## src/rtl/gpac_pkg.sv

```systemverilog
`default_nettype none
package gpac_pkg;

   localparam int DIV_STAGES = 4;
   localparam int PIPE_DEPTH = 12;

   localparam logic [12:0] FRAME_DIM_MAX = 13'd4096;
   localparam logic [12:0] FRAME_WIDTH_RESET = 13'd1024;
   localparam logic [12:0] SPLIT_COLUMN_RESET = 13'd0;

   localparam logic CSR_FRAME_WIDTH = 1'b0;
   localparam logic CSR_SPLIT_COLUMN = 1'b1;

   localparam logic [7:0] COVERAGE_FULL = 8'h40;
   localparam logic [7:0] ALPHA_FULL = 8'hff;

   typedef logic [7:0] chan_type;
   typedef logic [24:0] rem_type;
   typedef logic [15:0] den_type;
   typedef chan_type [2:0] rgb_type;
   typedef rem_type [2:0] num3_type;

   typedef struct packed {
      logic        wr;
      logic        sh;
      logic [7:0]  alpha;
      logic [7:0]  mida;
      logic [31:0] text;
   } side1_type;

   typedef struct packed {
      logic       wr;
      logic       sh;
      logic [7:0] alpha;
      logic [7:0] a_out;
   } side2_type;

   // one restoring step: returns {quotient bit, new remainder}
   function automatic logic [25:0] div_step(rem_type r, den_type d, logic [2:0] sh);
      rem_type t;
      t = rem_type'(d) << sh;
      if (r >= t) begin
         return {1'b1, r - t};
      end
      return {1'b0, r};
   endfunction

   // floor(x / 255) for x up to 255*255
   function automatic logic [7:0] div255(logic [15:0] x);
      logic [16:0] s;
      s = {1'b0, x} + 17'd1 + {9'b0, x[15:8]};
      return s[15:8];
   endfunction

   // a + b - floor(a*b/255), saturated at 255
   function automatic logic [7:0] over_alpha(logic [7:0] a, logic [7:0] b, logic [15:0] ab);
      logic [8:0] t;
      t = {1'b0, a} + {1'b0, b} - {1'b0, div255(ab)};
      return (t > 9'd255) ? ALPHA_FULL : t[7:0];
   endfunction

endpackage
`default_nettype wire

```

## src/rtl/gpac_div.sv

```systemverilog
`default_nettype none
module gpac_div
   import gpac_pkg::*;
(
   input  wire logic                  clock,
   input  wire logic [DIV_STAGES-1:0] en,
   input  wire num3_type              num_in,
   input  wire den_type               den_in,
   output rgb_type                    quot
);

   num3_type rem_ff [DIV_STAGES];
   rgb_type  q_ff   [DIV_STAGES];
   den_type  den_ff [DIV_STAGES];

   num3_type rem_in [DIV_STAGES];
   rgb_type  q_in   [DIV_STAGES];
   den_type  den_in_s [DIV_STAGES];

   always_comb begin
      logic [25:0] r;
      rem_type     rs;
      chan_type    qs;
      den_type     ds;
      for (int s = 0; s < DIV_STAGES; s++) begin
         ds = (s == 0) ? den_in : den_ff[(s == 0) ? 0 : s - 1];
         den_in_s[s] = ds;
         for (int ch = 0; ch < 3; ch++) begin
            if (s == 0) begin
               if (num_in[ch] >= (rem_type'(den_in) << 8)) begin
                  rs = '0;
                  qs = ALPHA_FULL;
               end else begin
                  rs = num_in[ch];
                  qs = '0;
               end
            end else begin
               rs = rem_ff[(s == 0) ? 0 : s - 1][ch];
               qs = q_ff[(s == 0) ? 0 : s - 1][ch];
            end
            r = div_step(rs, ds, 3'(7 - 2 * s));
            qs[7 - 2 * s] = qs[7 - 2 * s] | r[25];
            r = div_step(r[24:0], ds, 3'(6 - 2 * s));
            qs[6 - 2 * s] = qs[6 - 2 * s] | r[25];
            rem_in[s][ch] = r[24:0];
            q_in[s][ch] = qs;
         end
      end
   end

   always_ff @(posedge clock) begin
      for (int s = 0; s < DIV_STAGES; s++) begin
         if (en[s]) begin
            rem_ff[s] <= rem_in[s];
            q_ff[s] <= q_in[s];
            den_ff[s] <= den_in_s[s];
         end
      end
   end

   assign quot = q_ff[DIV_STAGES-1];

endmodule
`default_nettype wire

```

## config.mk

```make
export PLATFORM = sky130hd
export DESIGN_NAME = gpac_div
export DESIGN_NICKNAME = d
export VERILOG_FILES = /design/src/rtl/gpac_pkg.sv /design/src/rtl/gpac_div.sv
export SDC_FILE = /design/constraint.sdc
export NUM_CORES = 2
export LEC_CHECK = 0
export BUFFER_PORTS_ARGS = -buffer_cell sky130_fd_sc_hd__buf_2
export CELL_PAD_IN_SITES_DETAIL_PLACEMENT = 2
export CELL_PAD_IN_SITES_GLOBAL_PLACEMENT = 2
export CORE_ASPECT_RATIO = 1.5
export CORE_MARGIN = 2
export CORE_UTILIZATION = 41
export DETAILED_ROUTE_END_ITERATION = 10
export HOLD_SLACK_MARGIN = 0.15
export MAX_ROUTING_LAYER = met4
export PLACE_DENSITY = 0.83
export SETUP_SLACK_MARGIN = 0.2
export SYNTH_ARGS = -nofsm -noshare
export SYNTH_HDL_FRONTEND = slang
export SYNTH_SLANG_ARGS = --single-unit
```

## constraint.sdc

```tcl
create_clock -name clock -period 11.95 [get_ports clock]
set_input_delay 1.7925 -clock clock [delete_from_list [all_inputs] [get_ports clock]]
set_output_delay 1.7925 -clock clock [all_outputs]
set_load 0.03 [all_outputs]
```

== Word-level counts from Yosys, hierarchy flattened ==
Memory sizes are Yosys's and may differ from the RTL's.
Index checks and enable logic that the tools add are counted.

* Output and inout bits: 24
* Bits of input ports: 96
* Memories: 3
* Logic and storage cells: 164
* Memory bits (read-only): 0
* RAM bits: 460
* Register bits: 0
* Bits in latches: 0

{| class="wikitable"
|+ Memory list
! memory !! depth !! width !! read ports !! clocked after memory_dff !! write ports !! RTL line !! text
|-
| rem_ff || 4 || 75 || 3 || 0 || 4 || gpac_div.sv:12 || <nowiki>num3_type rem_ff [DIV_STAGES];</nowiki>
|-
| q_ff || 4 || 24 || 4 || 0 || 4 || gpac_div.sv:13 || <nowiki>rgb_type q_ff [DIV_STAGES];</nowiki>
|-
| den_ff || 4 || 16 || 3 || 0 || 4 || gpac_div.sv:14 || <nowiki>den_type den_ff [DIV_STAGES];</nowiki>
|}

* Order comparisons: 27
* Mux-type cells: 86
* $add $sub $neg: 24
* Multiply operators: 0
* Shifts and indexed selects: 0
* Reductions and logical operators: 0
* Div/mod/pow operators: 0
* Bitwise gates (word level): 24
* Equal/unequal tests: 0

{| class="wikitable"
|+ Operator list
! kind !! count
|-
| 26-bit 2-to-1 mux || 48
|-
| 25-bit by 16-bit greater-or-equal comparator with 1-bit output || 3
|-
| 25-bit by 17-bit greater-or-equal comparator with 1-bit output || 3
|-
| 25-bit by 18-bit greater-or-equal comparator with 1-bit output || 3
|-
| 25-bit by 19-bit greater-or-equal comparator with 1-bit output || 3
|-
| 25-bit by 20-bit greater-or-equal comparator with 1-bit output || 3
|-
| 25-bit by 21-bit greater-or-equal comparator with 1-bit output || 3
|-
| 25-bit by 22-bit greater-or-equal comparator with 1-bit output || 3
|-
| 25-bit by 23-bit greater-or-equal comparator with 1-bit output || 3
|-
| 25-bit by 24-bit greater-or-equal comparator with 1-bit output || 3
|-
| 25-bit 2-to-1 mux || 3
|-
| 25-bit by 16-bit subtractor with 25-bit output || 3
|-
| 25-bit by 17-bit subtractor with 25-bit output || 3
|-
| 25-bit by 18-bit subtractor with 25-bit output || 3
|-
| 25-bit by 19-bit subtractor with 25-bit output || 3
|-
| 25-bit by 20-bit subtractor with 25-bit output || 3
|-
| 25-bit by 21-bit subtractor with 25-bit output || 3
|-
| 25-bit by 22-bit subtractor with 25-bit output || 3
|-
| 25-bit by 23-bit subtractor with 25-bit output || 3
|-
| 1-bit 2-to-1 mux || 32
|-
| 8-bit 2-to-1 mux || 3
|-
| 1-bit bitwise OR || 24
|}

== Depth between registers and ports, before layout ==
* Depth in word-level cells: 9
* Mapped depth: 38
* Gate-level depth less buffers: 31

== Worst setup path before layout ==
Ideal clock, no wire load.

* Path type: input-to-reg
* Start point: in num_in[25] (netlist bit)
* End point: mem rem_ff[0][45] (netlist bit), data pin
* Path buffers: 5
* Required time: 11.690 ns
* Stages on the path: 33
* Arrival: 8.900 ns
* Path slack: 2.790 ns
* Library setup time: 0.260 ns
* Path through: or4_1 or4_1 or3_1 nand4b_1 a21oi_2 clkbuf_1 buf_1 clkbuf_1 nand2_1 ha_1 inv_1 fa_1 a21o_1 a21oi_1 o21ai_0 a21bo_2 a21oi_1 o311a_1 and3b_1 buf_2 clkbuf_1 o21ai_0 fa_1 a21o_1 a21oi_1 o21bai_1 a21oi_1 o21ai_0 a2111o_1 a31o_2 a21oi_1 xnor2_1 mux2_4

{| class="wikitable"
|+ RTL lines
! what !! RTL line !! text
|-
| start, declared || gpac_div.sv:7 || <nowiki>input wire num3_type num_in,</nowiki>
|-
| end, declared || gpac_div.sv:12 ||
|}

==> impl_metrics.ini <==
[yosys]
ys_ff_latch = 342
syn_nets = 4350
yosys_most_used_dff = edfxtp_1
avgSynthCellArea_um2 = 9.11
yosysSeqAreaShare_pct = 29.6
synth-edff-count = 342
synthCells = 3801
synthesis.area_mm2 = 0.0346
synthArstFlopShare_pct = 0
yosysWarningCount = 0
synth_cell_types = 98

[placed_design]
placed_cell_area_mm2 = 0.0368
port_buffers = 119
gp_congestion = 0.925
dp_hpwl_um = 106000
post-place-ws_ns = 1.18

[sta]
fmax_mhz = 98.3
hold_viol_final = 0
rsz0062_at_grt = false
post-route-period-util_pct = 85.1
finalWorstSetupSlack_ns = 1.78
finClkSkew_ns = 0.0300
setup-tns-final_ns = 0
worst_pin_slew_ns = 1.19
hold_ws_ns = 0.418
setup_viol = 0
min_period_ns = 10.17
slew_headroom_pct = 20.8
finalMaxSlewViolations = 0

[clocking]
h-tree-depth = 2
cts-root-buf = clkbuf_16
cts_buffers = 41
cts_resized = 0
clockBufferDepth = 3
cts_setup_buffers = 0
cts_sinks = 342
cts_tree = done
worst_skew_pair.late_latency_ns = 0.62
hold_buffers = 0
clkSlewWorstSetupHoldPaths_ns = 0.07

[power]
leakage_uw = 0.0159
powerDensity_mw_per_mm2 = 274
total_power_uw = 10400
peakVddDrop_mv = 0.108

[route]
drt-pass1-iter-count = 5
wl_per_cell_um = 25.8
drt_iter0_drc = 1307
routed_wl_um = 132000
m1WireLength_um = 49500
wl_met3_um = 2780
ant_nets = 0
drc = 0
vias_per_cell = 6.06
top_layer = met4
num_vias = 30900
dr_wl_met2_um = 68700

[finish]
syn2layout_area_growth_pct = 9.87
design_area_mm2 = 0.0381
diodes = 0
drive_gt1_share_pct = 10.8
nNetsFinal = 4499

[setup_path]
start_kind = input port
arrival_ns = 10.50
critPathCaptureType = flop
path_class = in2reg
critical_path_buf_inv_count = 4
path_common_cell = a21oi_1
required_ns = 12.28
worst_path_dominant_cell_family = simple AND/OR/NAND/NOR gates
slowest_stage = and4_1
max_stage_delay_ns = 0.85
worst-path-max-fanout = 31

[run_status]
status = finished, final reports clean

[floorplan]
die_h_um = 360
dieArea_mm2 = 0.0869
io_pins = 120
start_util_pct = 41.4
fp-row-count = 130
coreArea_mm2 = 0.0838
die_w_um = 241

[min_path]
hp-class = reg2reg

[grt]
grt_usage_pct = 31.2
antenna_found_initial = 0
overflow = 0
first_global_vias = 34800
grt_max_degree = 72
grt_pass1_wl_um = 204000

[run]
drv_cap = 0
==> path summary, 6_finish.rpt <==
path	from	endpoint	slack (ns)	cells after the start
worst max-delay path	num_in[25]	rem_ff[0][32]	1.78	31
worst min-delay path	q_ff[1][6]	q_ff[2][6]	0.42	0
worst max register to register	den_ff[0][1]	rem_ff[1][62]	3.79	21
worst min register to register	q_ff[1][6]	q_ff[2][6]	0.42	0
==> cell usage after synthesis, drive strengths merged (8+ instances only) <==
| cell type | instances | area (um^2) |
|---|---|---|
| a2111oi | 11 | 128 |
| a211o | 12 | 105 |
| a211oi | 38 | 290 |
| a21boi | 20 | 150 |
| a21o | 153 | 1150 |
| a21oi | 337 | 1700 |
| a221oi | 8 | 95.1 |
| a31o | 10 | 87.6 |
| a31oi | 31 | 194 |
| and2 | 68 | 425 |
| and3 | 38 | 238 |
| and4 | 13 | 114 |
| buf | 20 | 130 |
| clkbuf | 49 | 184 |
| edfxtp | 342 | 10300 |
| fa | 21 | 420 |
| ha | 432 | 5410 |
| inv | 205 | 769 |
| mux2 | 148 | 1700 |
| mux2i | 29 | 294 |
| nand2 | 307 | 1150 |
| nand2b | 68 | 425 |
| nand3 | 70 | 350 |
| nand4 | 62 | 400 |
| nand4b | 10 | 87.6 |
| nor2 | 260 | 978 |
| nor2b | 61 | 382 |
| nor3 | 70 | 355 |
| nor3b | 13 | 97.6 |
| nor4 | 32 | 228 |
| o211ai | 14 | 105 |
| o21a | 44 | 330 |
| o21ai | 260 | 1300 |
| o21bai | 37 | 278 |
| o22ai | 8 | 56.3 |
| o31a | 9 | 78.8 |
| o31ai | 33 | 248 |
| o41ai | 8 | 77.6 |
| or2 | 25 | 156 |
| or3 | 29 | 181 |
| or4 | 17 | 128 |
| xnor2 | 197 | 1730 |
| xor2 | 97 | 850 |
==> report_power, final <==
| part | internal [uW] | switching, uW |
|---|---|---|
| logic | 2930 | 4040 |
| registers | 1920 | 271 |
| clock network | 690 | 576 |
| total | 5540 | 4880 |
==> cells in the final DEF, fill, tap and decap left out, types with 17 or more instances in the layout <==
cell type / n
or2_2: 24
xnor2_1: 197
nand3_1: 70
a21boi_0: 19
mux2_1: 20
and2_1: 68
buf_4: 59
nor3_1: 68
nand4_1: 60
or4_1: 17
buf_2: 116
o21ai_0: 255
a21o_1: 153
a21oi_1: 334
nand2_1: 307
edfxtp_1: 342
ha_1: 432
inv_1: 205
nor2b_1: 61
o21bai_1: 37
nand2b_1: 68
a211oi_1: 37
o21a_1: 44
xor2_1: 97
or3_1: 29
mux2i_1: 28
a31oi_1: 30
nor4_1: 29
fa_1: 21
mux2_2: 118
nor2_1: 258
and3_1: 38
o31ai_1: 33
clkbuf_16: 42
==> cell type report <==
type | instances | area [um^2]
clock buffer | 47 | 1070
clock inverter | 24 | 210
fill | 9167 | 45700
inverter | 205 | 769
multi-input combinational | 3185 | 23300
sequential | 342 | 10300
tap | 1122 | 1400
timing repair buffer | 175 | 1020
==> worst reg2reg max path, cell delays in order (launching register included) <==
cell	delay (ns)
edfxtp_1	0.68
inv_1	0.43
fa_1	0.54
a21o_1	0.20
a22oi_1	0.27
a211oi_1	0.19
o21ai_0	0.59
and3b_1	0.66
buf_4	0.30
mux2_2	0.40
inv_1	0.09
ha_1	0.25
nor2b_1	0.14
o21ai_0	0.15
nand2b_1	0.14
a31o_2	0.31
o31a_1	0.29
a21o_1	0.26
a211oi_1	0.36
nand4_1	0.33
nor2_2	0.85
mux2_2	0.45
==> logic make-up after synthesis <==
logic type | share of synthesized area, %
AOI/OAI and AO/OA | 20.0
xor gates and xnor gates | 7.43
adders and majority gates | 16.8
buffers and inverters | 3.13
DFF | 29.6
muxes | 5.77
and+or+nand+nor | 17.2
==> metrics by stage <==
step           std cells  utilization (%)
3_5_place_dp        5029             43.9
5_1_grt             5100             45.4
3_3_place_gp        5029             43.9
4_1_cts             5100             45.4
6_report            5100             45.4
2_1_floorplan       3801                -
==> metal layers <==
metal | global-route usage (%) | vias to the layer above
met5 | - | -
met1 | 31.9 | 15600
met4 | 20.8 | 0
met3 | 2.25 | 334
li1 | - | 14500
met2 | 56.6 | 558
==> sequential cells by signal, indices dropped and copies added (netlist names) <==
signal,flops
rem_ff,225
q_ff,69
den_ff,48
Note: power is estimated with default switching activity, not from simulation.
